**src/hdl/ggs_pkg.sv**
```systemverilog
// Shared constants, types and tables for the go-to-goal steering block.
package ggs_pkg;

  localparam int ANGLE_ITERATIONS = 16;

  localparam int POS_W     = 16;
  localparam int ANG_OUT_W = 17;
  localparam int GAIN_W    = 8;
  localparam int RAD_W     = 16;
  localparam int R2_W      = 2 * RAD_W;
  localparam int CFG_W     = 16;
  localparam int CFG_IW    = 2;

  localparam int DIFF_W     = POS_W + 1;
  localparam int SQ_W       = 2 * POS_W;
  localparam int SQRT_STEPS = DIFF_W;
  localparam int S_W        = 2 * SQRT_STEPS;
  localparam int ROOT_W     = SQRT_STEPS;
  localparam int REM_W      = ROOT_W + 3;

  localparam int CORDIC_PRE = 8;
  localparam int CW         = DIFF_W + CORDIC_PRE + 3;
  localparam int ZW         = 20;

  localparam int NUM_CELLS = (ANGLE_ITERATIONS > SQRT_STEPS) ? ANGLE_ITERATIONS : SQRT_STEPS;
  localparam int CELL_IW   = $clog2(NUM_CELLS);

  localparam int ATAN_N  = 32;
  localparam int ATAN_IW = 5;

  localparam logic signed [ZW-1:0] PI_Q16 = 20'sd205887;
  localparam int PI_Q13     = 25736;
  localparam int TWO_PI_Q13 = 51472;

  localparam logic [CFG_IW-1:0] REG_HEADING_GAIN  = 2'd0;
  localparam logic [CFG_IW-1:0] REG_DISTANCE_GAIN = 2'd1;
  localparam logic [CFG_IW-1:0] REG_ARRIVE_RADIUS = 2'd2;

  localparam logic [GAIN_W-1:0] HEADING_GAIN_RST  = 8'd112;
  localparam logic [GAIN_W-1:0] DISTANCE_GAIN_RST = 8'd16;
  localparam logic [RAD_W-1:0]  ARRIVE_RADIUS_RST = 16'd512;

  // round(atan(2^-i) * 65536)
  localparam logic signed [ZW-1:0] ATAN_TAB [ATAN_N] = '{
    20'sd51472, 20'sd30386, 20'sd16055, 20'sd8150, 20'sd4091, 20'sd2047, 20'sd1024, 20'sd512,
    20'sd256,   20'sd128,   20'sd64,    20'sd32,   20'sd16,   20'sd8,    20'sd4,    20'sd2,
    20'sd1,     20'sd0,     20'sd0,     20'sd0,    20'sd0,    20'sd0,    20'sd0,    20'sd0,
    20'sd0,     20'sd0,     20'sd0,     20'sd0,    20'sd0,    20'sd0,    20'sd0,    20'sd0
  };

  typedef logic signed [POS_W-1:0]     pos_t;
  typedef logic signed [ANG_OUT_W-1:0] ang_out_t;

  typedef struct packed {
    logic                    arrived;
    logic signed [POS_W-1:0] heading;
    logic signed [CW-1:0]    x;
    logic signed [CW-1:0]    y;
    logic signed [ZW-1:0]    z;
    logic [S_W-1:0]          srest;
    logic [REM_W-1:0]        rem;
    logic [ROOT_W-1:0]       root;
  } cell_t;

endpackage

```
**src/hdl/ggs_in_if.sv**
```systemverilog
// Pose request channel: robot pose and goal point.
interface ggs_in_if;
  logic          valid;
  logic          ready;
  ggs_pkg::pos_t robot_x;
  ggs_pkg::pos_t robot_y;
  ggs_pkg::pos_t robot_heading;
  ggs_pkg::pos_t goal_x;
  ggs_pkg::pos_t goal_y;

  modport source (output valid, output robot_x, output robot_y, output robot_heading,
                  output goal_x, output goal_y, input ready);
  modport sink (input valid, input robot_x, input robot_y, input robot_heading,
                input goal_x, input goal_y, output ready);
endinterface

```
**src/hdl/ggs_front.sv**
```systemverilog
// Front stages: offsets, squares, squared distance, arrival test, CORDIC pre-rotation.
module ggs_front (
  input  logic                        clk,
  input  logic                        rst,
  ggs_in_if.sink                      pose,
  input  logic [ggs_pkg::R2_W-1:0]    r2,
  output logic                        dn_valid,
  input  logic                        dn_ready,
  output ggs_pkg::cell_t              dn_data
);
  import ggs_pkg::*;

  logic                     f1_valid;
  logic                     f2_valid;
  logic                     f1_ready;
  logic                     f2_ready;
  logic                     f3_ready;
  logic signed [DIFF_W-1:0] f1_dx;
  logic signed [DIFF_W-1:0] f1_dy;
  pos_t                     f1_hd;
  logic [SQ_W-1:0]          f2_sqx;
  logic [SQ_W-1:0]          f2_sqy;
  logic signed [CW-1:0]     f2_x;
  logic signed [CW-1:0]     f2_y;
  logic signed [ZW-1:0]     f2_z;
  pos_t                     f2_hd;
  logic signed [2*DIFF_W-1:0] prod_x;
  logic signed [2*DIFF_W-1:0] prod_y;
  logic signed [CW-1:0]     x_scaled;
  logic signed [CW-1:0]     y_scaled;
  logic [S_W-1:0]           s_sum;

  assign f3_ready   = !dn_valid || dn_ready;
  assign f2_ready   = !f2_valid || f3_ready;
  assign f1_ready   = !f1_valid || f2_ready;
  assign pose.ready = f1_ready;

  assign prod_x   = f1_dx * f1_dx;
  assign prod_y   = f1_dy * f1_dy;
  assign x_scaled = CW'(f1_dx) <<< CORDIC_PRE;
  assign y_scaled = CW'(f1_dy) <<< CORDIC_PRE;
  assign s_sum    = S_W'(f2_sqx) + S_W'(f2_sqy);

  always_ff @(posedge clk) begin
    if (rst) begin
      f1_valid <= 1'b0;
      f2_valid <= 1'b0;
      dn_valid <= 1'b0;
    end else begin
      if (f1_ready) begin
        f1_valid <= pose.valid;
      end
      if (f2_ready) begin
        f2_valid <= f1_valid;
      end
      if (f3_ready) begin
        dn_valid <= f2_valid;
      end
    end

    if (pose.valid && f1_ready) begin
      f1_dx <= DIFF_W'(pose.goal_x) - DIFF_W'(pose.robot_x);
      f1_dy <= DIFF_W'(pose.goal_y) - DIFF_W'(pose.robot_y);
      f1_hd <= pose.robot_heading;
    end

    if (f1_valid && f2_ready) begin
      f2_sqx <= prod_x[SQ_W-1:0];
      f2_sqy <= prod_y[SQ_W-1:0];
      f2_hd  <= f1_hd;
      // left half plane: rotate by pi first
      if (f1_dx[DIFF_W-1]) begin
        f2_x <= -x_scaled;
        f2_y <= -y_scaled;
        f2_z <= f1_dy[DIFF_W-1] ? -PI_Q16 : PI_Q16;
      end else begin
        f2_x <= x_scaled;
        f2_y <= y_scaled;
        f2_z <= '0;
      end
    end

    if (f2_valid && f3_ready) begin
      dn_data.arrived <= (s_sum <= S_W'(r2));
      dn_data.heading <= f2_hd;
      dn_data.x       <= f2_x;
      dn_data.y       <= f2_y;
      dn_data.z       <= f2_z;
      dn_data.srest   <= s_sum;
      dn_data.rem     <= '0;
      dn_data.root    <= '0;
    end
  end

endmodule

```
**src/flat_wrapper.sv**
```systemverilog
// flat-port wrapper written by rule: the top's interface ports become plain ports
module ggs_front_flat import ggs_pkg::*;
  (clk, rst, r2, dn_valid, dn_ready, dn_data, pose_valid, pose_robot_x, pose_robot_y, pose_robot_heading, pose_goal_x, pose_goal_y, pose_ready);
  ggs_in_if pose_i ();
  input  logic clk;
  input  logic rst;
  input  logic [ggs_pkg::R2_W-1:0] r2;
  output logic dn_valid;
  input  logic dn_ready;
  output ggs_pkg::cell_t dn_data;
  input wire logic [$bits(pose_i.valid)-1:0] pose_valid;
  input wire logic [$bits(pose_i.robot_x)-1:0] pose_robot_x;
  input wire logic [$bits(pose_i.robot_y)-1:0] pose_robot_y;
  input wire logic [$bits(pose_i.robot_heading)-1:0] pose_robot_heading;
  input wire logic [$bits(pose_i.goal_x)-1:0] pose_goal_x;
  input wire logic [$bits(pose_i.goal_y)-1:0] pose_goal_y;
  output wire logic [$bits(pose_i.ready)-1:0] pose_ready;
  assign pose_i.valid = pose_valid;
  assign pose_i.robot_x = pose_robot_x;
  assign pose_i.robot_y = pose_robot_y;
  assign pose_i.robot_heading = pose_robot_heading;
  assign pose_i.goal_x = pose_goal_x;
  assign pose_i.goal_y = pose_goal_y;
  assign pose_ready = pose_i.ready;
  ggs_front u_core (.clk(clk), .rst(rst), .pose(pose_i), .r2(r2), .dn_valid(dn_valid), .dn_ready(dn_ready), .dn_data(dn_data));
endmodule
```
**config.mk**
```make
export PLATFORM = sky130hd
export DESIGN_NAME = ggs_front_flat
export DESIGN_NICKNAME = d
export VERILOG_FILES = /design/src/hdl/ggs_pkg.sv /design/src/hdl/ggs_in_if.sv /design/src/hdl/ggs_front.sv /design/src/flat_wrapper.sv
export SDC_FILE = /design/constraint.sdc
export NUM_CORES = 2
export LEC_CHECK = 0
export ABC_AREA = 1
export ABC_CLOCK_PERIOD_IN_PS = 6900
export BUFFER_PORTS_ARGS = -buffer_cell sky130_fd_sc_hd__buf_2
export CORE_AREA = 2 2 291 293
export CTS_CLUSTER_DIAMETER = 80
export DETAILED_ROUTE_END_ITERATION = 10
export DIE_AREA = 0 0 293 295
export PLACE_DENSITY = 0.54
export SYNTH_ARGS = -nofsm -noshare
export SYNTH_HDL_FRONTEND = slang
export SYNTH_SLANG_ARGS = --single-unit
```
**constraint.sdc**
```tcl
create_clock -name clk -period 6.9 [get_ports clk]
set_clock_uncertainty 0.1 [all_clocks]
set_input_delay 1.035 -clock clk [delete_from_list [all_inputs] [get_ports clk]]
set_output_delay 1.035 -clock clk [all_outputs]
set_load 0.01 [all_outputs]
```
==> flow_metrics.env <==
export IMPL_worstSkewPairLatency_ns=0.56
export IMPL_hold_viol=0
export IMPL_stdcell_count=4856
export IMPL_slew_headroom_pct=32.7
export IMPL_vias=22500
export IMPL_synth_avg_cell_area_um2=9.35
export IMPL_coreArea_um2=83200
export IMPL_layout_commonest_cell="inv_1"
export IMPL_ys_warn_count=0
export IMPL_wl_per_cell_um=15.8
export IMPL_path_cells="nand2_1, inv_1, fa_1, inv_1, fa_1, inv_1, fa_1, fa_1, fa_1, fa_1, ha_1, nand2_1, nor2_1, nand2_1, or2_2, nand4_1, nand2_1"
export IMPL_grt_busiest_layer="met2"
export IMPL_antenna_found_initial=2
export IMPL_syn_inst=3526
export IMPL_ios=282
export IMPL_ant_nets=0
export IMPL_synth_edf_count=262
export IMPL_drc=0
export IMPL_fmax_mhz=157
export IMPL_die_w_um=293
export IMPL_rr_worst_depth=17
export IMPL_first_global_vias=23400
export IMPL_final_area_um2=36400
export IMPL_syn_area_um2=33000
export IMPL_initial_core_util_pct=39.6
export IMPL_critical_path_depth=17
export IMPL_fin_nets=4654
export IMPL_min_period_ns=6.37
export IMPL_critPathSlowestCell="fa_1"
export IMPL_grt_met2_usage_pct=29.1
export IMPL_arrival_ns=6.55
export IMPL_synth_ff_type="edfxtp_1"
export IMPL_cts_root_buf="clkbuf_16"
export IMPL_vias_per_cell=4.62
export IMPL_r2r_slack_ns=0.53
export IMPL_grt_use_met1_pct=26.7
export IMPL_yosysSeqAreaShare_pct=24.0
export IMPL_drt_total_wl_um=76700
export IMPL_endpoint="u_core.f2_sqy[30]"
export IMPL_drv_cap=0
export IMPL_grt_first_pass_wirelength_um=125000
export IMPL_grt_usage_pct=18.4
export IMPL_setup_viol=0
export IMPL_antenna_cells=0
export IMPL_cts_tree="done"
export IMPL_dieArea_um2=86400
export IMPL_drtIter0Drc=1177
export IMPL_cp_top_family="adder cells"
export IMPL_grt_remaining_overflow=0
export IMPL_max_slew_worst_pin_slew_ns=0.998
export IMPL_grtUsageMet3_pct=2.85
export IMPL_cpMostUsedCell="fa_1"
export IMPL_htreeDepth=2
export IMPL_drive_gt1_share_pct=10.2
export IMPL_startpoint="u_core.f1_dy[2]"
export IMPL_status="complete, no violations"
export IMPL_cp_required_ns=7.08
export IMPL_critical_path_class="reg -> reg"
export IMPL_reg2reg_to="u_core.f2_sqy[30]"
export IMPL_holdCritPathClass="reg -> reg"
export IMPL_start_kind="register"
export IMPL_ys_ff_latch=265
export IMPL_cts_sinks=265
export IMPL_clock_path_buffers=3
export IMPL_cts_made_buffers=34
export IMPL_slew_violations=0
export IMPL_end_kind="register"
export IMPL_synth_cell_types=59
export IMPL_cp_max_fo=10
export IMPL_r2r_start="u_core.f1_dy[2]"
export IMPL_tns_ns=0
export IMPL_period_share_pct=92.3
export IMPL_placed_area_um2=35200
export IMPL_post_dp_hpwl_um=65200
export IMPL_gp_congestion=0.893
export IMPL_clkTransAtPathRegs_ns=0.06
export IMPL_worst_path_buf_inv=3
export IMPL_grt_max_degree=78
export IMPL_drtPass1Iterations=5
export IMPL_rows=106
export IMPL_dp_cells=4793
export IMPL_async_flop_share_pct=0
export IMPL_area_delta_synth_final_pct=10.4
export IMPL_mostFrequentLayoutCells="983 x inv_1, 599 x nand2_1, 516 x fa_1"
export IMPL_cts_hold_buffers=0
export IMPL_die_h_um=295
export IMPL_cpPeakStageDelay_ns=0.80
export IMPL_port_buffer_count=227
export IMPL_rsz0062_at_grt="no"
## registers in the layout, indices dropped and copies added, names as in the netlist
name	cells
u_core.f2_sqy	30
u_core.f2_sqx	30
u_core.f2_valid	1
u_core.dn_valid	1
u_core.f1_dx	17
u_core.f2_x	20
u_core.f2_hd	16
u_core.f2_y	20
u_core.f2_z	3
u_core.f1_valid	1
u_core.dn_data	93
u_core.f1_dy	17
u_core.f1_hd	16
## logic make-up (layout without fill, tap and decap cells)
logic type	count (synthesis)	after routing	share of synthesized area (%)
xor+xnor	158	158	4.20
other cells	1	57	0.0114
compound gates	305	305	5.46
buf+inv	1140	1334	13.8
flops	265	265	24.0
fa+ha+maj	787	787	41.6
simple gates	870	870	10.8
## synthesized netlist by cell type, types with 6 or more instances
cell type / n / area, um^2
nor2_1: 135 / 507
o21bai_1: 12 / 90.1
nor3_2: 7 / 70.1
a21oi_1: 137 / 686
edfxtp_1: 262 / 7870
a31oi_1: 12 / 75.1
a21o_1: 20 / 150
inv_2: 7 / 26.3
xor2_1: 109 / 955
or2_2: 9 / 56.3
o21a_1: 9 / 67.6
xnor2_1: 49 / 429
o21ai_0: 55 / 275
nand4_1: 25 / 156
ha_1: 271 / 3390
nor3_1: 18 / 90.1
clkbuf_1: 47 / 176
buf_4: 72 / 541
nand2_1: 599 / 2250
nand3_1: 51 / 255
buf_1: 20 / 75.1
fa_1: 516 / 10300
buf_2: 6 / 30.0
o21ai_1: 18 / 90.1
inv_1: 985 / 3700
## per-layer routing
layer  vias to the layer above  wire [um]
met5                         -          0
met4                         0       1480
met3                        80       4120
met2                       527      34100
met1                     10900      37000
li1                      10900          -
## how the worst min path moves through the flow
stage | end | slack [ns] | cells after the start | start
4_1_cts | u_core.f2_hd[10] | 0.32 | 0 | u_core.f1_hd[10]
5_1_grt | u_core.dn_data[88] | 0.32 | 0 | u_core.f2_z[17]
6_report | u_core.f2_hd[10] | 0.31 | 0 | u_core.f1_hd[10]
3_3_place_gp | u_core.f2_hd[0] | 0.30 | 0 | u_core.f1_hd[0]
2_1_floorplan | u_core.dn_data[100] | 0.30 | 0 | u_core.f2_y[9]
3_5_place_dp | u_core.dn_data[134] | 0.30 | 0 | u_core.f2_x[15]
## final cells by class
class,count,area [um^2]
clock buffers,42,902
clock inverters,19,243
well taps,1080,1350
multi-input cells,2177,20700
inverters,994,3740
fillers,8076,46800
repair buffers,279,1530
flip-flops and latches,265,7930
## through the flow
| stage | hold WS, ns | setup WS [ns] | util (%) |
|---|---|---|---|
| 3_5_place_dp | 0.305 | 0.415 | 42.4 |
| 4_1_cts | 0.315 | 0.391 | 43.7 |
| 6_report | 0.314 | 0.531 | 43.8 |
| 5_1_grt | 0.320 | 0.159 | 43.8 |
| 3_3_place_gp | 0.301 | 0.529 | 42.4 |
| 2_1_floorplan | 0.300 | 0.682 | - |
## timing repair
| item | CTS | global route |
|---|---|---|
| endpoints found under the setup margin | 0 | 1 |
| setup buffers | 0 | 2 |
| gates resized for setup | 0 | 0 |
Power is not shown: default switching activity piles up to over one toggle a cycle in this logic, so the estimate is an artifact.
