**config.mk**
```make
export PLATFORM = sky130hd
export DESIGN_NAME = ggs_back_flat
export DESIGN_NICKNAME = d
export VERILOG_FILES = /design/src/hdl/ggs_pkg.sv /design/src/hdl/ggs_out_if.sv /design/src/hdl/ggs_back.sv /design/src/flat_wrapper.sv
export SDC_FILE = /design/constraint.sdc
export NUM_CORES = 1
export LEC_CHECK = 0
export ABC_AREA = 1
export BUFFER_PORTS_ARGS = -buffer_cell sky130_fd_sc_hd__buf_2
export CAP_MARGIN = 25
export CORE_ASPECT_RATIO = 0.7
export CORE_UTILIZATION = 60
export CTS_CLUSTER_SIZE = 28
export DETAILED_ROUTE_END_ITERATION = 12
export GPL_TIMING_DRIVEN = 0
export PLACE_DENSITY = 0.83
export SLEW_MARGIN = 25
export SYNTH_ARGS = -nofsm -noshare
export SYNTH_HDL_FRONTEND = slang
export SYNTH_SLANG_ARGS = --single-unit
```
**constraint.sdc**
```tcl
create_clock -name clk -period 11.3 [get_ports clk]
set_input_delay 1.13 -clock clk [delete_from_list [all_inputs] [get_ports clk]]
set_output_delay 1.13 -clock clk [all_outputs]
set_load 0.02 [all_outputs]
```
**src/hdl/ggs_pkg.sv**
```systemverilog
// Shared constants, types and tables for the go-to-goal steering block.
package ggs_pkg;

  localparam int ANGLE_ITERATIONS = 16;

  localparam int POS_W     = 16;
  localparam int ANG_OUT_W = 17;
  localparam int GAIN_W    = 8;
  localparam int RAD_W     = 16;
  localparam int R2_W      = 2 * RAD_W;
  localparam int CFG_W     = 16;
  localparam int CFG_IW    = 2;

  localparam int DIFF_W     = POS_W + 1;
  localparam int SQ_W       = 2 * POS_W;
  localparam int SQRT_STEPS = DIFF_W;
  localparam int S_W        = 2 * SQRT_STEPS;
  localparam int ROOT_W     = SQRT_STEPS;
  localparam int REM_W      = ROOT_W + 3;

  localparam int CORDIC_PRE = 8;
  localparam int CW         = DIFF_W + CORDIC_PRE + 3;
  localparam int ZW         = 20;

  localparam int NUM_CELLS = (ANGLE_ITERATIONS > SQRT_STEPS) ? ANGLE_ITERATIONS : SQRT_STEPS;
  localparam int CELL_IW   = $clog2(NUM_CELLS);

  localparam int ATAN_N  = 32;
  localparam int ATAN_IW = 5;

  localparam logic signed [ZW-1:0] PI_Q16 = 20'sd205887;
  localparam int PI_Q13     = 25736;
  localparam int TWO_PI_Q13 = 51472;

  localparam logic [CFG_IW-1:0] REG_HEADING_GAIN  = 2'd0;
  localparam logic [CFG_IW-1:0] REG_DISTANCE_GAIN = 2'd1;
  localparam logic [CFG_IW-1:0] REG_ARRIVE_RADIUS = 2'd2;

  localparam logic [GAIN_W-1:0] HEADING_GAIN_RST  = 8'd112;
  localparam logic [GAIN_W-1:0] DISTANCE_GAIN_RST = 8'd16;
  localparam logic [RAD_W-1:0]  ARRIVE_RADIUS_RST = 16'd512;

  // round(atan(2^-i) * 65536)
  localparam logic signed [ZW-1:0] ATAN_TAB [ATAN_N] = '{
    20'sd51472, 20'sd30386, 20'sd16055, 20'sd8150, 20'sd4091, 20'sd2047, 20'sd1024, 20'sd512,
    20'sd256,   20'sd128,   20'sd64,    20'sd32,   20'sd16,   20'sd8,    20'sd4,    20'sd2,
    20'sd1,     20'sd0,     20'sd0,     20'sd0,    20'sd0,    20'sd0,    20'sd0,    20'sd0,
    20'sd0,     20'sd0,     20'sd0,     20'sd0,    20'sd0,    20'sd0,    20'sd0,    20'sd0
  };

  typedef logic signed [POS_W-1:0]     pos_t;
  typedef logic signed [ANG_OUT_W-1:0] ang_out_t;

  typedef struct packed {
    logic                    arrived;
    logic signed [POS_W-1:0] heading;
    logic signed [CW-1:0]    x;
    logic signed [CW-1:0]    y;
    logic signed [ZW-1:0]    z;
    logic [S_W-1:0]          srest;
    logic [REM_W-1:0]        rem;
    logic [ROOT_W-1:0]       root;
  } cell_t;

endpackage

```
**src/hdl/ggs_out_if.sv**
```systemverilog
// Command channel: speed commands and arrival flag.
interface ggs_out_if;
  logic              valid;
  logic              ready;
  logic [15:0]       linear_speed;
  ggs_pkg::ang_out_t angular_speed;
  logic              arrived;

  modport source (output valid, output linear_speed, output angular_speed, output arrived,
                  input ready);
  modport sink (input valid, input linear_speed, input angular_speed, input arrived,
                output ready);
endinterface

```
**src/hdl/ggs_back.sv**
```systemverilog
// Back stages: bearing, wrapped heading error, gains, rounding, saturation, output register.
module ggs_back (
  input  logic                         clk,
  input  logic                         rst,
  input  logic [ggs_pkg::GAIN_W-1:0]   heading_gain,
  input  logic [ggs_pkg::GAIN_W-1:0]   distance_gain,
  input  logic                         up_valid,
  output logic                         up_ready,
  input  ggs_pkg::cell_t               up_data,
  ggs_out_if.source                    cmd
);
  import ggs_pkg::*;

  localparam int ERR_W      = ANG_OUT_W + 1;
  localparam int LIN_PROD_W = ROOT_W + GAIN_W;
  localparam int LIN_RND_W  = LIN_PROD_W + 1 - 4;
  localparam int ANG_PROD_W = POS_W + GAIN_W + 1;
  localparam int ANG_SUM_W  = ANG_PROD_W + 1;

  localparam logic signed [ERR_W-1:0] E_PI     = ERR_W'(PI_Q13);
  localparam logic signed [ERR_W-1:0] E_TWO_PI = ERR_W'(TWO_PI_Q13);
  localparam logic signed [ANG_SUM_W-1:0] ANG_MAX = ANG_SUM_W'((1 << (ANG_OUT_W - 1)) - 1);
  localparam logic signed [ANG_SUM_W-1:0] ANG_MIN = -ANG_MAX - ANG_SUM_W'(1);

  logic                        b1_valid;
  logic                        b2_valid;
  logic                        b2_ready;
  logic                        b3_ready;
  logic signed [ZW-1:0]        z_rnd;
  ang_out_t                    bearing;
  logic signed [ERR_W-1:0]     err0;
  logic signed [ERR_W-1:0]     err1;
  logic signed [ERR_W-1:0]     err2;
  pos_t                        b1_err;
  logic [LIN_PROD_W-1:0]       b1_lin_prod;
  logic                        b1_arrived;
  logic signed [ANG_PROD_W-1:0] ang_prod;
  logic [LIN_RND_W-1:0]        lin_rnd;
  logic [15:0]                 lin_sat;
  logic signed [ANG_PROD_W-1:0] b2_ang_prod;
  logic [15:0]                 b2_lin;
  logic                        b2_arrived;
  logic signed [ANG_SUM_W-1:0] ang_rnd;
  logic signed [ANG_SUM_W-1:0] ang_sat;

  assign b3_ready = !cmd.valid || cmd.ready;
  assign b2_ready = !b2_valid || b3_ready;
  assign up_ready = !b1_valid || b2_ready;

  assign z_rnd   = (up_data.z + ZW'(4)) >>> 3;
  assign bearing = ANG_OUT_W'(z_rnd);
  assign err0    = ERR_W'(bearing) - ERR_W'(up_data.heading);
  assign err1    = (err0 > E_PI) ? err0 - E_TWO_PI :
                   (err0 <= -E_PI) ? err0 + E_TWO_PI : err0;
  assign err2    = (err1 > E_PI) ? err1 - E_TWO_PI :
                   (err1 <= -E_PI) ? err1 + E_TWO_PI : err1;

  assign ang_prod = b1_err * $signed({1'b0, heading_gain});
  assign lin_rnd  = LIN_RND_W'((({1'b0, b1_lin_prod}) + (LIN_PROD_W + 1)'(8)) >> 4);
  assign lin_sat  = (|lin_rnd[LIN_RND_W-1:16]) ? 16'hFFFF : lin_rnd[15:0];

  assign ang_rnd = (ANG_SUM_W'(b2_ang_prod) + ANG_SUM_W'(256)) >>> 9;
  assign ang_sat = (ang_rnd > ANG_MAX) ? ANG_MAX :
                   (ang_rnd < ANG_MIN) ? ANG_MIN : ang_rnd;

  always_ff @(posedge clk) begin
    if (rst) begin
      b1_valid  <= 1'b0;
      b2_valid  <= 1'b0;
      cmd.valid <= 1'b0;
    end else begin
      if (up_ready) begin
        b1_valid <= up_valid;
      end
      if (b2_ready) begin
        b2_valid <= b1_valid;
      end
      if (b3_ready) begin
        cmd.valid <= b2_valid;
      end
    end

    if (up_valid && up_ready) begin
      b1_err      <= POS_W'(err2);
      b1_lin_prod <= up_data.root * distance_gain;
      b1_arrived  <= up_data.arrived;
    end

    if (b1_valid && b2_ready) begin
      b2_ang_prod <= ang_prod;
      b2_lin      <= lin_sat;
      b2_arrived  <= b1_arrived;
    end

    if (b2_valid && b3_ready) begin
      cmd.arrived       <= b2_arrived;
      cmd.linear_speed  <= b2_arrived ? '0 : b2_lin;
      cmd.angular_speed <= b2_arrived ? '0 : ANG_OUT_W'(ang_sat);
    end
  end

  a_err_wrapped: assert property (@(posedge clk) disable iff (rst)
    up_valid |-> (err2 > -E_PI) && (err2 <= E_PI))
    else $error("heading error outside the half-open pi interval");

  a_arrived_zero: assert property (@(posedge clk) disable iff (rst)
    cmd.valid && cmd.arrived |-> (cmd.linear_speed == '0) && (cmd.angular_speed == '0))
    else $error("arrived request carries nonzero speed");

endmodule

```
**src/flat_wrapper.sv**
```systemverilog
// flat-port wrapper written by rule: the top's interface ports become plain ports
module ggs_back_flat import ggs_pkg::*;
  (clk, rst, heading_gain, distance_gain, up_valid, up_ready, up_data, cmd_valid, cmd_linear_speed, cmd_angular_speed, cmd_arrived, cmd_ready);
  ggs_out_if cmd_i ();
  input  logic clk;
  input  logic rst;
  input  logic [ggs_pkg::GAIN_W-1:0] heading_gain;
  input  logic [ggs_pkg::GAIN_W-1:0] distance_gain;
  input  logic up_valid;
  output logic up_ready;
  input  ggs_pkg::cell_t up_data;
  output wire logic [$bits(cmd_i.valid)-1:0] cmd_valid;
  output wire logic [$bits(cmd_i.linear_speed)-1:0] cmd_linear_speed;
  output wire logic [$bits(cmd_i.angular_speed)-1:0] cmd_angular_speed;
  output wire logic [$bits(cmd_i.arrived)-1:0] cmd_arrived;
  input wire logic [$bits(cmd_i.ready)-1:0] cmd_ready;
  assign cmd_valid = cmd_i.valid;
  assign cmd_linear_speed = cmd_i.linear_speed;
  assign cmd_angular_speed = cmd_i.angular_speed;
  assign cmd_arrived = cmd_i.arrived;
  assign cmd_i.ready = cmd_ready;
  ggs_back u_core (.clk(clk), .rst(rst), .heading_gain(heading_gain), .distance_gain(distance_gain), .up_valid(up_valid), .up_ready(up_ready), .up_data(up_data), .cmd(cmd_i));
endmodule
```
==> report_table.html, run 1 <==
<table>
<tr><th>Metric</th><th>Value</th></tr>
<tr><th colspan="2">Clock tree</th></tr>
<tr><td>Count of hold-fix buffers inserted at cts</td><td>0</td></tr>
<tr><td>Latest clock arrival within the worst-skew pair</td><td>roughly 360 ps</td></tr>
<tr><td>Clock tree sinks</td><td>between 100 and 150</td></tr>
<tr><td>Clock transition time at the flip-flop clock pins of the worst setup and hold paths</td><td>70 ps</td></tr>
<tr><td>Count of buffers added by post-CTS timing repair for setup</td><td>0</td></tr>
<tr><td>Cell at the root of the clock tree</td><td>sky130_fd_sc_hd__clkbuf_16</td></tr>
<tr><td>CTS max path bufs</td><td>2</td></tr>
<tr><td>CTS tree</td><td>yes</td></tr>
<tr><td>Number of cells upsized or downsized after cts</td><td>0</td></tr>
<tr><td>Clock H-tree levels</td><td>3</td></tr>
<tr><td>TritonCTS Buffers</td><td>9</td></tr>
<tr><th colspan="2">Drt</th></tr>
<tr><td>Wire length per cell after detailed routing</td><td>13.8 um</td></tr>
<tr><td>Violation count after the first detailed-routing iteration</td><td>985</td></tr>
<tr><td>Vias after detailed routing</td><td>roughly 14000</td></tr>
<tr><td>Total DRC errors in the routed layout</td><td>0</td></tr>
<tr><td>Number of detailed-routing iterations run before antenna repair</td><td>6</td></tr>
<tr><td>Post-detailed-route via-to-cell ratio</td><td>around 5.1</td></tr>
<tr><td>Total detailed-routing wirelength</td><td>36800 um</td></tr>
<tr><td>Antenna Nets Post-Route</td><td>0</td></tr>
<tr><th colspan="2">Logic synthesis</th></tr>
<tr><td>Gate count of the mapped netlist</td><td>between 2000 and 2500</td></tr>
<tr><td>Total of warnings raised by yosys</td><td>0</td></tr>
<tr><td>Synth cell types</td><td>50</td></tr>
<tr><td>Number of synthesized flops with an enable pin</td><td>107</td></tr>
<tr><td>Top flip-flop cell by instance count after synthesis</td><td>sky130_fd_sc_hd__edfxtp_1</td></tr>
<tr><td>Post-Synthesis Cell Area</td><td>about 0.017 mm2</td></tr>
<tr><td>Nets in the synthesized netlist</td><td>approximately 2700</td></tr>
<tr><td>Count of state elements after synthesis</td><td>110</td></tr>
<tr><td>Asr flop ratio synth</td><td>0%</td></tr>
<tr><td>Register area share after synthesis</td><td>approximately 20%</td></tr>
<tr><td>Post-synthesis average cell area</td><td>approximately 7.5 um2</td></tr>
<tr><th colspan="2">Placement</th></tr>
<tr><td>Placement-stage worst setup slack</td><td>between 4000 and 5000 ps</td></tr>
<tr><td>Placed Cells incl. Taps</td><td>approximately 2600</td></tr>
<tr><td>DP HPWL</td><td>about 31000 um</td></tr>
<tr><td>Total of buffers placed on input and output ports</td><td>77</td></tr>
<tr><td>Routability cong.</td><td>a little over 0.9</td></tr>
<tr><th colspan="2">Final layout</th></tr>
<tr><td>Area growth from synthesis to final layout</td><td>7.24%</td></tr>
<tr><td>Non-filler instance count after layout</td><td>approximately 2700</td></tr>
<tr><td>Fraction of layout cells with a size suffix above 1</td><td>slightly above 8%</td></tr>
<tr><td>N_diodes</td><td>0</td></tr>
<tr><td>Commonest cells after routing, fill and taps aside</td><td>sky130_fd_sc_hd__nand2_1 (616), sky130_fd_sc_hd__inv_1 (518), sky130_fd_sc_hd__fa_1 (192)</td></tr>
<tr><td>Finished Core Util</td><td>65.9%</td></tr>
<tr><td>Most common cell after layout, fill and taps aside</td><td>sky130_fd_sc_hd__nand2_1</td></tr>
<tr><td>Filler Cells Inserted</td><td>2251</td></tr>
<tr><td># nets final</td><td>2785</td></tr>
<tr><th colspan="2">Status</th></tr>
<tr><td>Outcome</td><td>finished, final reports clean</td></tr>
<tr><th colspan="2">Die</th></tr>
<tr><td>Die area</td><td>0.0282 mm2</td></tr>
<tr><td>Initial core utilization</td><td>between 60% and 70%</td></tr>
<tr><td>Die Ht</td><td>about 140 um</td></tr>
<tr><td>Num rows</td><td>50</td></tr>
<tr><td>Overall die width</td><td>approximately 200 um</td></tr>
<tr><td>Core box area</td><td>0.0269 mm2</td></tr>
<tr><td>Top-Level Pins</td><td>220</td></tr>
<tr><th colspan="2">GRT</th></tr>
<tr><td>Pin count of the biggest net entering global routing</td><td>40</td></tr>
<tr><td>Wire length of the first global-routing pass</td><td>about 63000 um</td></tr>
<tr><td>Antenna violations before repair</td><td>0</td></tr>
<tr><td>Residual overflow from global routing</td><td>0</td></tr>
<tr><td>Total track usage</td><td>about 27%</td></tr>
<tr><td>Via count of the first global-routing pass</td><td>roughly 14000</td></tr>
<tr><th colspan="2">Timing</th></tr>
<tr><td>Final worst path period need</td><td>about 6600 ps</td></tr>
<tr><td>Final total negative setup slack</td><td>0 ps</td></tr>
<tr><td># setup viols final</td><td>0</td></tr>
<tr><td>Max transition margin</td><td>47.4%</td></tr>
<tr><td>Post-Route Skew</td><td>around 8 ps</td></tr>
<tr><td>Slew @ Worst Pin</td><td>around 800 ps</td></tr>
<tr><td>Final count of pins violating max slew</td><td>0</td></tr>
<tr><td>Hold slack final</td><td>between 400 and 500 ps</td></tr>
<tr><td>Final Worst Setup Slack</td><td>around 4700 ps</td></tr>
<tr><td>Final number of hold-violating endpoints</td><td>0</td></tr>
<tr><td>Share of the cycle needed by the critical path after routing</td><td>around three fifths</td></tr>
<tr><td>Timing-limited maximum frequency</td><td>152 MHz</td></tr>
<tr><td>RSZ-0062 raised after global routing</td><td>no</td></tr>
<tr><th colspan="2">Critical path</th></tr>
<tr><td>Data required time at the worst endpoint</td><td>11400 ps</td></tr>
<tr><td>Setup crit end kind</td><td>flop</td></tr>
<tr><td>Arrival time reported for the critical path endpoint</td><td>6670 ps</td></tr>
<tr><td>Crit Path Max Fanout</td><td>10</td></tr>
<tr><td>Crit path kind</td><td>primary input to flop</td></tr>
<tr><td>Setup crit start kind</td><td>primary input</td></tr>
<tr><th colspan="2">Pwr</th></tr>
<tr><td>Sequential power share</td><td>14.8%</td></tr>
<tr><td>P_leak</td><td>about 10 nW</td></tr>
<tr><td>Clock Power Share</td><td>5.4%</td></tr>
<tr><td>Switching portion of total power</td><td>50.9%</td></tr>
<tr><td>Power Dens Cells</td><td>roughly 350 mW/mm2</td></tr>
<tr><td>IR Drop Worst-Case VDD</td><td>between 300 and 400 uV</td></tr>
<tr><td>Internal power</td><td>slightly above 3 mW</td></tr>
<tr><td>Logic pwr share</td><td>79.8%</td></tr>
<tr><td>Switching power total</td><td>3.17 mW</td></tr>
<tr><th colspan="2">Flow run</th></tr>
<tr><td># Max-Cap Violations</td><td>0</td></tr>
<tr><th colspan="2">Worst hold path</th></tr>
<tr><td>Worst min-delay path class</td><td>flop to flop</td></tr>
</table>
==> per-layer routing <==
metal  up-vias  wire length (um)  GRT usage, %
met5         -                 0             0
met4         0               357          5.75
met3        29              2510          4.07
met2       438             16700          44.7
met1      6440             17200          38.2
li1       6811                 -             -
==> power groups by stage <==
stage | logic, mW | registers [mW] | clock network [mW]
final | 4.98 | 0.923 | 0.338
after global routing | 5.73 | 0.938 | 0.356
after CTS | 4.98 | 0.923 | 0.344
after detailed placement | 4.92 | 0.931 | 0
after global placement | 4.66 | 0.923 | 0
after floorplan | 3.91 | 0.922 | 0
==> cell families after synthesis <==
group	after synthesis	synth area share, %
buffers and inverters	617	14.3
and+or+nand+nor	957	25.0
DFF	110	19.8
xor gates and xnor gates	87	4.61
AOI/OAI and AO/OA	131	4.46
adders and majority gates	305	31.8
==> path summary, 6_finish.rpt <==
check | start | endpoint | slack, ps | cells past startpoint
worst max-delay path | distance_gain[3] | u_core.b1_lin_prod[20] | 4730 | 22
worst min-delay path | u_core.b1_arrived | u_core.b2_arrived | 420 | 0
worst max register to register | u_core.b1_err[11] | u_core.b2_ang_prod[23] | 5900 | 21
worst min register to register | u_core.b1_arrived | u_core.b2_arrived | 420 | 0
==> final cells by class <==
class                      instances  area (um2)  share of cell area (%)
buffer                            75         335                    1.89
clock buffer                       9         225                    1.27
clock inverter                     6        92.6                   0.522
inverter                         542        2040                    11.5
multi-input combinational       1480       10900                    61.5
sequential                       110        3270                    18.5
tap                              364         455                    2.57
timing repair buffer              78         413                    2.33
==> cells in the mapped netlist (3+ instances only) <==
library cell	number	area, um2
sky130_fd_sc_hd__nand2_1	616	2310
sky130_fd_sc_hd__inv_1	520	1950
sky130_fd_sc_hd__fa_1	192	3840
sky130_fd_sc_hd__nor2_1	117	439
sky130_fd_sc_hd__ha_1	113	1410
sky130_fd_sc_hd__edfxtp_1	107	3210
sky130_fd_sc_hd__nand3_1	98	490
sky130_fd_sc_hd__a21oi_1	69	345
sky130_fd_sc_hd__clkbuf_1	64	240
sky130_fd_sc_hd__xor2_1	61	534
sky130_fd_sc_hd__o21ai_0	28	140
sky130_fd_sc_hd__nand2_2	27	169
sky130_fd_sc_hd__xnor2_1	26	228
sky130_fd_sc_hd__nand4_1	24	150
sky130_fd_sc_hd__inv_2	20	75.1
sky130_fd_sc_hd__nor3_1	20	100
sky130_fd_sc_hd__nand3b_1	10	75.1
sky130_fd_sc_hd__nor2_2	9	56.3
sky130_fd_sc_hd__nand3_2	7	70.1
sky130_fd_sc_hd__nor3b_1	6	45.0
sky130_fd_sc_hd__o21ai_1	6	30.0
sky130_fd_sc_hd__a21o_1	5	37.5
sky130_fd_sc_hd__nand2_4	5	56.3
sky130_fd_sc_hd__nor4_1	5	31.3
sky130_fd_sc_hd__o21bai_1	5	37.5
sky130_fd_sc_hd__buf_6	4	45.0
sky130_fd_sc_hd__clkbuf_2	4	20.0
sky130_fd_sc_hd__o211ai_1	4	30.0
sky130_fd_sc_hd__a31oi_1	3	18.8
sky130_fd_sc_hd__and3_1	3	18.8
sky130_fd_sc_hd__dfxtp_1	3	60.1
sky130_fd_sc_hd__nand3_4	3	52.6
sky130_fd_sc_hd__o21a_1	3	22.5
==> metrics by stage <==
step	area, um2	total power, mW
6_report	17700	6.24
3_5_place_dp	17400	5.85
4_1_cts	17700	6.24
3_3_place_gp	17400	5.58
2_1_floorplan	16500	4.83
5_1_grt	17700	7.03
==> worst max-delay path, cell delays in order <==
cell                       delay [ps]
sky130_fd_sc_hd__clkbuf_1         410
sky130_fd_sc_hd__clkbuf_1         490
sky130_fd_sc_hd__nand2_1          150
sky130_fd_sc_hd__fa_1             500
sky130_fd_sc_hd__fa_1             500
sky130_fd_sc_hd__inv_1             50
sky130_fd_sc_hd__fa_1             500
sky130_fd_sc_hd__fa_1             520
sky130_fd_sc_hd__ha_1             360
sky130_fd_sc_hd__inv_1             60
sky130_fd_sc_hd__o21bai_1         230
sky130_fd_sc_hd__a21oi_1          110
sky130_fd_sc_hd__o21bai_1         210
sky130_fd_sc_hd__a21oi_1           90
sky130_fd_sc_hd__o21ai_0          260
sky130_fd_sc_hd__nand2_1           80
sky130_fd_sc_hd__nand2_1           60
sky130_fd_sc_hd__a21oi_1          100
sky130_fd_sc_hd__o21ai_0          350
sky130_fd_sc_hd__a21oi_1          170
sky130_fd_sc_hd__o21ai_0          220
sky130_fd_sc_hd__xor2_1           110
==> flip-flops by register name, indices dropped and copies added (netlist names) <==
register and count:
u_core.b2_lin 16, u_core.cmd.angular_speed 17, u_core.b2_ang_prod 17, u_core.cmd.linear_speed 16
u_core.b1_err 16, u_core.cmd.valid 1, u_core.b1_arrived 1, u_core.b2_arrived 1
u_core.b2_valid 1, u_core.cmd.arrived 1, u_core.b1_lin_prod 22, u_core.b1_valid 1
(Power assumes the default switching activity.)
==> run 2, diff against run 1 <==
==> constraint.sdc (replaced) <==
create_clock -name clk -period 6.18 [get_ports clk]
set_input_delay 0.618 -clock clk [delete_from_list [all_inputs] [get_ports clk]]
set_output_delay 0.618 -clock clk [all_outputs]
set_load 0.02 [all_outputs]
==> report_table.html, run 2 (synthesis results as in run 1) <==
<table>
<tr><th>Metric</th><th>Value</th></tr>
<tr><th colspan="2">Clock tree</th></tr>
<tr><td>CTS max path bufs</td><td>2 (unchanged)</td></tr>
<tr><td>TritonCTS Buffers</td><td>9 (unchanged)</td></tr>
<tr><td>Clock H-tree levels</td><td>3 (unchanged)</td></tr>
<tr><td>Clock tree sinks</td><td>110 (unchanged)</td></tr>
<tr><td>Latest clock arrival within the worst-skew pair</td><td>360 ps (about the same)</td></tr>
<tr><td>Clock transition time at the flip-flop clock pins of the worst setup and hold paths</td><td>70 ps (about the same)</td></tr>
<tr><td>Count of buffers added by post-CTS timing repair for setup</td><td>0 (unchanged)</td></tr>
<tr><td>CTS tree</td><td>yes (unchanged)</td></tr>
<tr><td>Cell at the root of the clock tree</td><td>sky130_fd_sc_hd__clkbuf_16 (unchanged)</td></tr>
<tr><th colspan="2">Final layout</th></tr>
<tr><td># nets final</td><td>2785 (unchanged)</td></tr>
<tr><td>Layout Cell Area excl Fill</td><td>0.0178 mm2 (was 0.0177 mm2)</td></tr>
<tr><td>Flip-flop count of the largest register after layout</td><td>22 (unchanged)</td></tr>
<tr><td>Area growth from synthesis to final layout</td><td>7.54% (was 7.24%)</td></tr>
<tr><td>Most flop-heavy register</td><td>u_core.b1_lin_prod (unchanged)</td></tr>
<tr><td>N_diodes</td><td>0 (unchanged)</td></tr>
<tr><td>Most common cell after layout, fill and taps aside</td><td>sky130_fd_sc_hd__nand2_1 (unchanged)</td></tr>
<tr><td>Commonest cells after routing, fill and taps aside</td><td>sky130_fd_sc_hd__nand2_1 (616), sky130_fd_sc_hd__inv_1 (518), sky130_fd_sc_hd__fa_1 (192) (unchanged)</td></tr>
<tr><td>Finished Core Util</td><td>66.1% (was 65.9%)</td></tr>
<tr><td>Filler Cells Inserted</td><td>2249 (was 2251)</td></tr>
<tr><td>Non-filler instance count after layout</td><td>2664 (unchanged)</td></tr>
<tr><td>Fraction of layout cells with a size suffix above 1</td><td>8.52% (was 8.13%)</td></tr>
<tr><td>Registers with the most flip-flops</td><td>u_core.b1_lin_prod x22, u_core.b2_ang_prod x17, u_core.cmd.angular_speed x17 (unchanged)</td></tr>
<tr><th colspan="2">Timing</th></tr>
<tr><td>Final count of pins violating max slew</td><td>0 (unchanged)</td></tr>
<tr><td>Post-Route Skew</td><td>8.54 ps (was 7.97 ps)</td></tr>
<tr><td>Share of the cycle needed by the critical path after routing</td><td>between 90% and 100%</td></tr>
<tr><td>Max transition margin</td><td>47.0% (was 47.4%)</td></tr>
<tr><td>Timing-limited maximum frequency</td><td>between 150 and 200 MHz</td></tr>
<tr><td>Final number of hold-violating endpoints</td><td>0 (unchanged)</td></tr>
<tr><td>RSZ-0062 raised after global routing</td><td>no (unchanged)</td></tr>
<tr><td># setup viols final</td><td>0 (unchanged)</td></tr>
<tr><td>Final worst path period need</td><td>around 5700 ps</td></tr>
<tr><td>Slew @ Worst Pin</td><td>794 ps (was 789 ps)</td></tr>
<tr><th colspan="2">Placement</th></tr>
<tr><td>Total of buffers placed on input and output ports</td><td>77 (unchanged)</td></tr>
<tr><td>Routability cong.</td><td>0.928 (unchanged)</td></tr>
<tr><td>Placed Cells incl. Taps</td><td>2649 (unchanged)</td></tr>
<tr><td>Area of placed instances</td><td>0.0174 mm2 (unchanged)</td></tr>
<tr><td>DP HPWL</td><td>30900 um (unchanged)</td></tr>
<tr><th colspan="2">Die</th></tr>
<tr><td>Num rows</td><td>50 (unchanged)</td></tr>
<tr><td>Overall die width</td><td>200 um (unchanged)</td></tr>
<tr><td>Initial core utilization</td><td>61.5% (unchanged)</td></tr>
<tr><td>Core box area</td><td>0.0269 mm2 (unchanged)</td></tr>
<tr><td>Top-Level Pins</td><td>220 (unchanged)</td></tr>
<tr><td>Die area</td><td>0.0282 mm2 (unchanged)</td></tr>
<tr><td>Die Ht</td><td>141 um (unchanged)</td></tr>
<tr><th colspan="2">Pwr</th></tr>
<tr><td>P_leak</td><td>10.1 nW (was 10.0 nW)</td></tr>
<tr><td>IR Drop Worst-Case VDD</td><td>606 uV (was 332 uV)</td></tr>
<tr><td>Power Dens Cells</td><td>642 mW/mm2 (was 352 mW/mm2)</td></tr>
<tr><td>Overall power</td><td>11.4 mW (was 6.24 mW)</td></tr>
<tr><th colspan="2">GRT</th></tr>
<tr><td>Via count of the first global-routing pass</td><td>13600 (unchanged)</td></tr>
<tr><td>Wire length of the first global-routing pass</td><td>62900 um (unchanged)</td></tr>
<tr><td>Pin count of the biggest net entering global routing</td><td>40 (unchanged)</td></tr>
<tr><td>Antenna violations before repair</td><td>0 (unchanged)</td></tr>
<tr><td>Residual overflow from global routing</td><td>0 (unchanged)</td></tr>
<tr><td>Total track usage</td><td>27.1% (unchanged)</td></tr>
<tr><th colspan="2">Worst hold path</th></tr>
<tr><td>Worst min-delay path class</td><td>flop to flop (unchanged)</td></tr>
<tr><th colspan="2">Drt</th></tr>
<tr><td>Total DRC errors in the routed layout</td><td>0 (unchanged)</td></tr>
<tr><td>Wire length per cell after detailed routing</td><td>13.8 um (about the same)</td></tr>
<tr><td>Antenna Nets Post-Route</td><td>0 (unchanged)</td></tr>
<tr><td>Number of detailed-routing iterations run before antenna repair</td><td>5 (was 6)</td></tr>
<tr><td>Total length of routed met2 wires</td><td>16800 um (was 16700 um)</td></tr>
<tr><td>Post-detailed-route via-to-cell ratio</td><td>5.17 (was 5.15)</td></tr>
<tr><td>Uppermost routed layer</td><td>met4 (unchanged)</td></tr>
<tr><td>Total detailed-routing wirelength</td><td>36900 um (was 36800 um)</td></tr>
<tr><td>WL met1</td><td>17100 um (was 17200 um)</td></tr>
<tr><td>Vias after detailed routing</td><td>13800 (was 13700)</td></tr>
<tr><td>Violation count after the first detailed-routing iteration</td><td>1031 (was 985)</td></tr>
<tr><td>Met3 wirelength from detailed routing</td><td>2640 um (was 2510 um)</td></tr>
<tr><th colspan="2">Critical path</th></tr>
<tr><td>Setup crit start kind</td><td>primary input (unchanged)</td></tr>
<tr><td>Crit path kind</td><td>primary input to flop (unchanged)</td></tr>
<tr><td>Setup crit end kind</td><td>flop (unchanged)</td></tr>
<tr><td>Data required time at the worst endpoint</td><td>6290 ps (was 11400 ps)</td></tr>
<tr><td>Crit Path Max Fanout</td><td>10 (unchanged)</td></tr>
<tr><td>Arrival time reported for the critical path endpoint</td><td>5860 ps (was 6670 ps)</td></tr>
<tr><th colspan="2">Status</th></tr>
<tr><td>Outcome</td><td>finished, final reports clean (unchanged)</td></tr>
<tr><th colspan="2">Flow run</th></tr>
<tr><td># Max-Cap Violations</td><td>0 (unchanged)</td></tr>
</table>
[run 2: cell counts in the layout (fill, tap and decap cells not counted)]
No cell type changed its count.
[run 2: final cells by class]
type                       count  area (um2)  share of cell area (%)
buffer                        75         342                    1.92
clock buffer                   9         225                    1.27
clock inverter                 6        92.6                   0.520
inverter                     542        2040                    11.5
multi-input combinational   1480       11000                    61.6
sequential                   110        3270                    18.4
tap                          364         455                    2.56
timing repair buffer          78         413                    2.32
[run 2: worst paths after layout]
check	start	endpoint	slack (ps)	cells after the start
worst min register to register	u_core.b1_arrived	u_core.b2_arrived	420	0
worst min-delay path	u_core.b1_arrived	u_core.b2_arrived	420	0
worst max-delay path	distance_gain[2]	u_core.b1_lin_prod[23]	430	26
worst max register to register	u_core.b1_err[11]	u_core.b2_ang_prod[23]	780	21
[run 2: per-stage QoR]
stage | worst slack (ps) | hold slack [ps] | TNS (ps)
after global placement | -9.87 | 401 | -14.9
after global routing | 26.3 | 439 | 0
final | 430 | 423 | 0
after detailed placement | -174 | 408 | -945
after CTS | 206 | 425 | 0
after floorplan | 648 | 400 | 0
[run 2: repair_timing]
item,CTS,global route
setup endpoints to repair,0,17
resized for setup,0,19
hold buffers,0,0
hold endpoints to repair,0,0
[run 2: layer usage]
metal	GRT usage, %	vias up
li1	-	6812
met5	0	-
met2	44.7	459
met1	38.2	6466
met4	5.75	0
met3	4.07	26
[run 2: power by group]
group          switching (mW)  internal (mW)  leakage, nW  total [mW]
Combinational            5.44           3.68         8.90        9.12
Sequential              0.111           1.58        0.996        1.69
Clock                   0.261          0.356        0.155       0.617
Total                    5.81           5.61         10.1        11.4
[run 2: worst max-delay path, cell delays in order]
cell                       delay (ps)
sky130_fd_sc_hd__clkbuf_1         300
sky130_fd_sc_hd__clkbuf_1         450
sky130_fd_sc_hd__nand2_1           90
sky130_fd_sc_hd__inv_1             90
sky130_fd_sc_hd__fa_1             410
sky130_fd_sc_hd__ha_1             290
sky130_fd_sc_hd__inv_1             50
sky130_fd_sc_hd__fa_1             510
sky130_fd_sc_hd__fa_1             560
sky130_fd_sc_hd__inv_1             50
sky130_fd_sc_hd__ha_1             350
sky130_fd_sc_hd__a21oi_1          180
sky130_fd_sc_hd__o21ai_0          160
sky130_fd_sc_hd__a21oi_1          160
sky130_fd_sc_hd__inv_1             50
sky130_fd_sc_hd__a21oi_1          200
sky130_fd_sc_hd__o21ai_0          160
sky130_fd_sc_hd__nand3_1          100
sky130_fd_sc_hd__nand2_1           90
sky130_fd_sc_hd__nand4_1           80
sky130_fd_sc_hd__o211ai_1         140
sky130_fd_sc_hd__a21o_1           180
sky130_fd_sc_hd__a21oi_1          170
sky130_fd_sc_hd__nand3b_1         150
sky130_fd_sc_hd__o21ai_0           90
sky130_fd_sc_hd__xor2_1           160
==> run 3, diff against run 2 <==
==> constraint.sdc (replaced) <==
create_clock -name clk -period 6.18 [get_ports clk]
set_input_delay 0.927 -clock clk [delete_from_list [all_inputs] [get_ports clk]]
set_output_delay 0.927 -clock clk [all_outputs]
set_load 0.02 [all_outputs]
==> report_table.html, run 3 (synthesis results as in run 1) <==
<table>
<tr><th>Metric</th><th>Value</th></tr>
<tr><th colspan="2">Drt</th></tr>
<tr><td>Uppermost routed layer</td><td>met4 (unchanged)</td></tr>
<tr><td>Number of detailed-routing iterations run before antenna repair</td><td>6 (was 5)</td></tr>
<tr><td>Violation count after the first detailed-routing iteration</td><td>1046 (was 1031)</td></tr>
<tr><td>Total length of routed met2 wires</td><td>17200 um (was 16800 um)</td></tr>
<tr><td>Total DRC errors in the routed layout</td><td>0 (unchanged)</td></tr>
<tr><td>Total detailed-routing wirelength</td><td>37500 um (was 36900 um)</td></tr>
<tr><td>Wire length per cell after detailed routing</td><td>14.0 um (was 13.8 um)</td></tr>
<tr><td>Met3 wirelength from detailed routing</td><td>2770 um (was 2640 um)</td></tr>
<tr><td>Antenna Nets Post-Route</td><td>0 (unchanged)</td></tr>
<tr><td>WL met1</td><td>17100 um (about the same)</td></tr>
<tr><td>Post-detailed-route via-to-cell ratio</td><td>5.19 (was 5.17)</td></tr>
<tr><td>Vias after detailed routing</td><td>13900 (was 13800)</td></tr>
<tr><th colspan="2">GRT</th></tr>
<tr><td>Pin count of the biggest net entering global routing</td><td>40 (unchanged)</td></tr>
<tr><td>Residual overflow from global routing</td><td>0 (unchanged)</td></tr>
<tr><td>Wire length of the first global-routing pass</td><td>62800 um (was 62900 um)</td></tr>
<tr><td>Via count of the first global-routing pass</td><td>13600 (about the same)</td></tr>
<tr><td>Antenna violations before repair</td><td>0 (unchanged)</td></tr>
<tr><td>Total track usage</td><td>27.1% (about the same)</td></tr>
<tr><th colspan="2">Final layout</th></tr>
<tr><td>Non-filler instance count after layout</td><td>2683 (was 2664)</td></tr>
<tr><td>Layout Cell Area excl Fill</td><td>0.0181 mm2 (was 0.0178 mm2)</td></tr>
<tr><td>Most common cell after layout, fill and taps aside</td><td>sky130_fd_sc_hd__nand2_1 (unchanged)</td></tr>
<tr><td>Most flop-heavy register</td><td>u_core.b1_lin_prod (unchanged)</td></tr>
<tr><td># nets final</td><td>2804 (was 2785)</td></tr>
<tr><td>Commonest cells after routing, fill and taps aside</td><td>sky130_fd_sc_hd__nand2_1 (610), sky130_fd_sc_hd__inv_1 (515), sky130_fd_sc_hd__fa_1 (192) (was sky130_fd_sc_hd__nand2_1 (616), sky130_fd_sc_hd__inv_1 (518), sky130_fd_sc_hd__fa_1 (192))</td></tr>
<tr><td>Fraction of layout cells with a size suffix above 1</td><td>10.6% (was 8.52%)</td></tr>
<tr><td>Filler Cells Inserted</td><td>2229 (was 2249)</td></tr>
<tr><td>N_diodes</td><td>0 (unchanged)</td></tr>
<tr><td>Area taken by multi-input logic gates</td><td>0.0111 mm2 (was 0.0110 mm2)</td></tr>
<tr><td>Combined flip-flop and latch cell area</td><td>0.00327 mm2 (unchanged)</td></tr>
<tr><td>Registers with the most flip-flops</td><td>u_core.b1_lin_prod x22, u_core.b2_ang_prod x17, u_core.cmd.angular_speed x17 (unchanged)</td></tr>
<tr><td>Flip-flop count of the largest register after layout</td><td>22 (unchanged)</td></tr>
<tr><td>Area growth from synthesis to final layout</td><td>9.20% (was 7.54%)</td></tr>
<tr><th colspan="2">Flow run</th></tr>
<tr><td># Max-Cap Violations</td><td>0 (unchanged)</td></tr>
<tr><th colspan="2">Critical path</th></tr>
<tr><td>Crit Path Max Fanout</td><td>10 (unchanged)</td></tr>
<tr><td>Crit path kind</td><td>primary input to flop (unchanged)</td></tr>
<tr><td>Category of cells accounting for the largest share of critical-path delay</td><td>adder cells (unchanged)</td></tr>
<tr><td>Capturing element of the worst setup path</td><td>u_core.b2_ang_prod[23] (was u_core.b1_lin_prod[23])</td></tr>
<tr><td>Setup crit start kind</td><td>primary input (unchanged)</td></tr>
<tr><td>Count of cells along the worst register-to-register path</td><td>21 (unchanged)</td></tr>
<tr><td>Critical path depth in cells</td><td>20 (was 26)</td></tr>
<tr><td>Stage delay of the slowest cell on the critical path</td><td>530 ps (was 560 ps)</td></tr>
<tr><td>Startpoint of the worst register-to-register path</td><td>u_core.b1_err[11] (unchanged)</td></tr>
<tr><td>Most used cell, CP</td><td>sky130_fd_sc_hd__fa_1</td></tr>
<tr><td>Internal reg-to-reg setup slack</td><td>760 ps (was 780 ps)</td></tr>
<tr><td>Worst-path cell with the longest stage delay</td><td>sky130_fd_sc_hd__fa_1 (unchanged)</td></tr>
<tr><td>Worst path buffer plus inverter count</td><td>3 (was 6)</td></tr>
<tr><td>Arrival time reported for the critical path endpoint</td><td>5970 ps (was 5860 ps)</td></tr>
<tr><td>Worst reg2reg path endpoint</td><td>u_core.b2_ang_prod[23] (unchanged)</td></tr>
<tr><td>Launching element of the worst setup path</td><td>heading_gain[5] (was distance_gain[2])</td></tr>
<tr><td>Setup crit end kind</td><td>flop (unchanged)</td></tr>
<tr><td>Ordered list of cells on the worst path</td><td>clkbuf_1 -&gt; clkbuf_2 -&gt; nand2_1 -&gt; fa_1 -&gt; fa_1 -&gt; inv_1 -&gt; fa_1 -&gt; fa_1 -&gt; ha_1 -&gt; nand2_1 -&gt; nor2_1 -&gt; o21ai_0 -&gt; o211ai_1 -&gt; a31oi_1 -&gt; o21bai_1 -&gt; a21oi_1 -&gt; o21ai_0 -&gt; nand2_1 -&gt; o211ai_1 -&gt; xor2_1</td></tr>
<tr><td>Data required time at the worst endpoint</td><td>6280 ps (was 6290 ps)</td></tr>
<tr><th colspan="2">Placement</th></tr>
<tr><td>Routability cong.</td><td>0.928 (unchanged)</td></tr>
<tr><td>Total of buffers placed on input and output ports</td><td>77 (unchanged)</td></tr>
<tr><td>Placed Cells incl. Taps</td><td>2649 (unchanged)</td></tr>
<tr><td>DP HPWL</td><td>30900 um (unchanged)</td></tr>
<tr><td>Area of placed instances</td><td>0.0174 mm2 (unchanged)</td></tr>
<tr><th colspan="2">Timing</th></tr>
<tr><td>Max transition margin</td><td>46.1% (was 47.0%)</td></tr>
<tr><td>Final worst path period need</td><td>5870 ps (was 5750 ps)</td></tr>
<tr><td>Slew @ Worst Pin</td><td>808 ps (was 794 ps)</td></tr>
<tr><td>Post-Route Skew</td><td>8.61 ps (was 8.54 ps)</td></tr>
<tr><td>Timing-limited maximum frequency</td><td>170 MHz (was 174 MHz)</td></tr>
<tr><td>Final total negative setup slack</td><td>0 ps (unchanged)</td></tr>
<tr><td># setup viols final</td><td>0 (unchanged)</td></tr>
<tr><td>Final count of pins violating max slew</td><td>0 (unchanged)</td></tr>
<tr><td>Final number of hold-violating endpoints</td><td>0 (unchanged)</td></tr>
<tr><td>Share of the cycle needed by the critical path after routing</td><td>95.0% (was 93.0%)</td></tr>
<tr><th colspan="2">Die</th></tr>
<tr><td>Die area</td><td>0.0282 mm2 (unchanged)</td></tr>
<tr><td>Die Ht</td><td>141 um (unchanged)</td></tr>
<tr><td>Core box area</td><td>0.0269 mm2 (unchanged)</td></tr>
<tr><td>Top-Level Pins</td><td>220 (unchanged)</td></tr>
<tr><td>Overall die width</td><td>200 um (unchanged)</td></tr>
<tr><td>Num rows</td><td>50 (unchanged)</td></tr>
<tr><td>Initial core utilization</td><td>61.5% (unchanged)</td></tr>
<tr><th colspan="2">Clock tree</th></tr>
<tr><td>Cell at the root of the clock tree</td><td>sky130_fd_sc_hd__clkbuf_16 (unchanged)</td></tr>
<tr><td>Clock tree sinks</td><td>110 (unchanged)</td></tr>
<tr><td>Count of hold-fix buffers inserted at cts</td><td>0 (unchanged)</td></tr>
<tr><td>CTS max path bufs</td><td>2 (unchanged)</td></tr>
<tr><td>Latest clock arrival within the worst-skew pair</td><td>360 ps (about the same)</td></tr>
<tr><td>Clock transition time at the flip-flop clock pins of the worst setup and hold paths</td><td>70 ps (about the same)</td></tr>
<tr><td>Clock H-tree levels</td><td>3 (unchanged)</td></tr>
<tr><td>TritonCTS Buffers</td><td>9 (unchanged)</td></tr>
<tr><td>CTS tree</td><td>yes (unchanged)</td></tr>
<tr><th colspan="2">Pwr</th></tr>
<tr><td>P_leak</td><td>10.2 nW (was 10.1 nW)</td></tr>
<tr><td>Power Dens Cells</td><td>636 mW/mm2 (was 642 mW/mm2)</td></tr>
<tr><td>IR Drop Worst-Case VDD</td><td>606 uV (about the same)</td></tr>
<tr><th colspan="2">Worst hold path</th></tr>
<tr><td>Worst min-delay path class</td><td>flop to flop (unchanged)</td></tr>
<tr><th colspan="2">Status</th></tr>
<tr><td>Outcome</td><td>finished, final reports clean (unchanged)</td></tr>
</table>
[run 3: cell count changes in the layout (fill, tap and decap cells not counted), sizes merged]
cell and change:
buf +20, clkbuf -1
[run 3: worst reg2reg max path, delay by kind of cell (launching register included)]
kind / cells / cell delay (ps)
fa+ha+maj: 5 / 2450
compound gates: 7 / 1280
buf+inv: 4 / 510
simple gates: 4 / 450
flops: 1 / 320
xor+xnor: 1 / 160
[run 3: worst min path at each step]
stage / start / endpoint / slack [ps] / cells past startpoint
2_1_floorplan: u_core.b1_arrived / u_core.b2_arrived / 400 / 0
3_3_place_gp: u_core.b1_arrived / u_core.b2_arrived / 400 / 0
3_5_place_dp: u_core.b1_arrived / u_core.b2_arrived / 410 / 0
4_1_cts: u_core.b1_arrived / u_core.b2_arrived / 430 / 0
5_1_grt: u_core.b1_arrived / u_core.b2_arrived / 440 / 0
6_report: u_core.b1_arrived / u_core.b2_arrived / 430 / 0
[run 3: report_power, final]
| group | switching, mW | total [mW] | leakage, nW | internal [mW] |
|---|---|---|---|---|
| Clock | 0.263 | 0.619 | 0.155 | 0.356 |
| Sequential | 0.111 | 1.69 | 0.996 | 1.58 |
| Combinational | 5.47 | 9.19 | 9.03 | 3.72 |
| Total | 5.84 | 11.5 | 10.2 | 5.66 |
[run 3: per-stage QoR]
| step | util, % | power (mW) | worst slack, ps | hold slack [ps] |
|---|---|---|---|---|
| after floorplan | - | 8.84 | 339 | 400 |
| after global placement | 64.6 | 10.2 | -319 | 401 |
| after detailed placement | 64.8 | 10.7 | -483 | 408 |
| after CTS | 66.0 | 11.4 | 64.5 | 425 |
| after global routing | 67.2 | 12.9 | -122 | 439 |
| final | 67.2 | 11.5 | 310 | 425 |
[run 3: cell type report]
type / instances / share of cell area [%]
sequential: 110 / 18.1
clock buffer: 9 / 1.25
timing repair buffer: 98 / 3.12
inverter: 542 / 11.3
buffer: 74 / 2.02
clock inverter: 6 / 0.513
tap: 364 / 2.52
multi-input combinational: 1480 / 61.2
[run 3: repair_timing]
item | 4_1_cts | 5_1_grt
pin swaps | 0 | 22
resized for setup | 5 | 68
buffers inserted | 0 | 20
cloned | 0 | 0
setup endpoints to repair | 10 | 21
[run 3: layer usage]
layer	GRT usage [%]	vias to the layer above
met1	38.2	6542
met3	4.02	35
met5	0	-
met4	5.75	0
li1	-	6851
met2	44.6	487
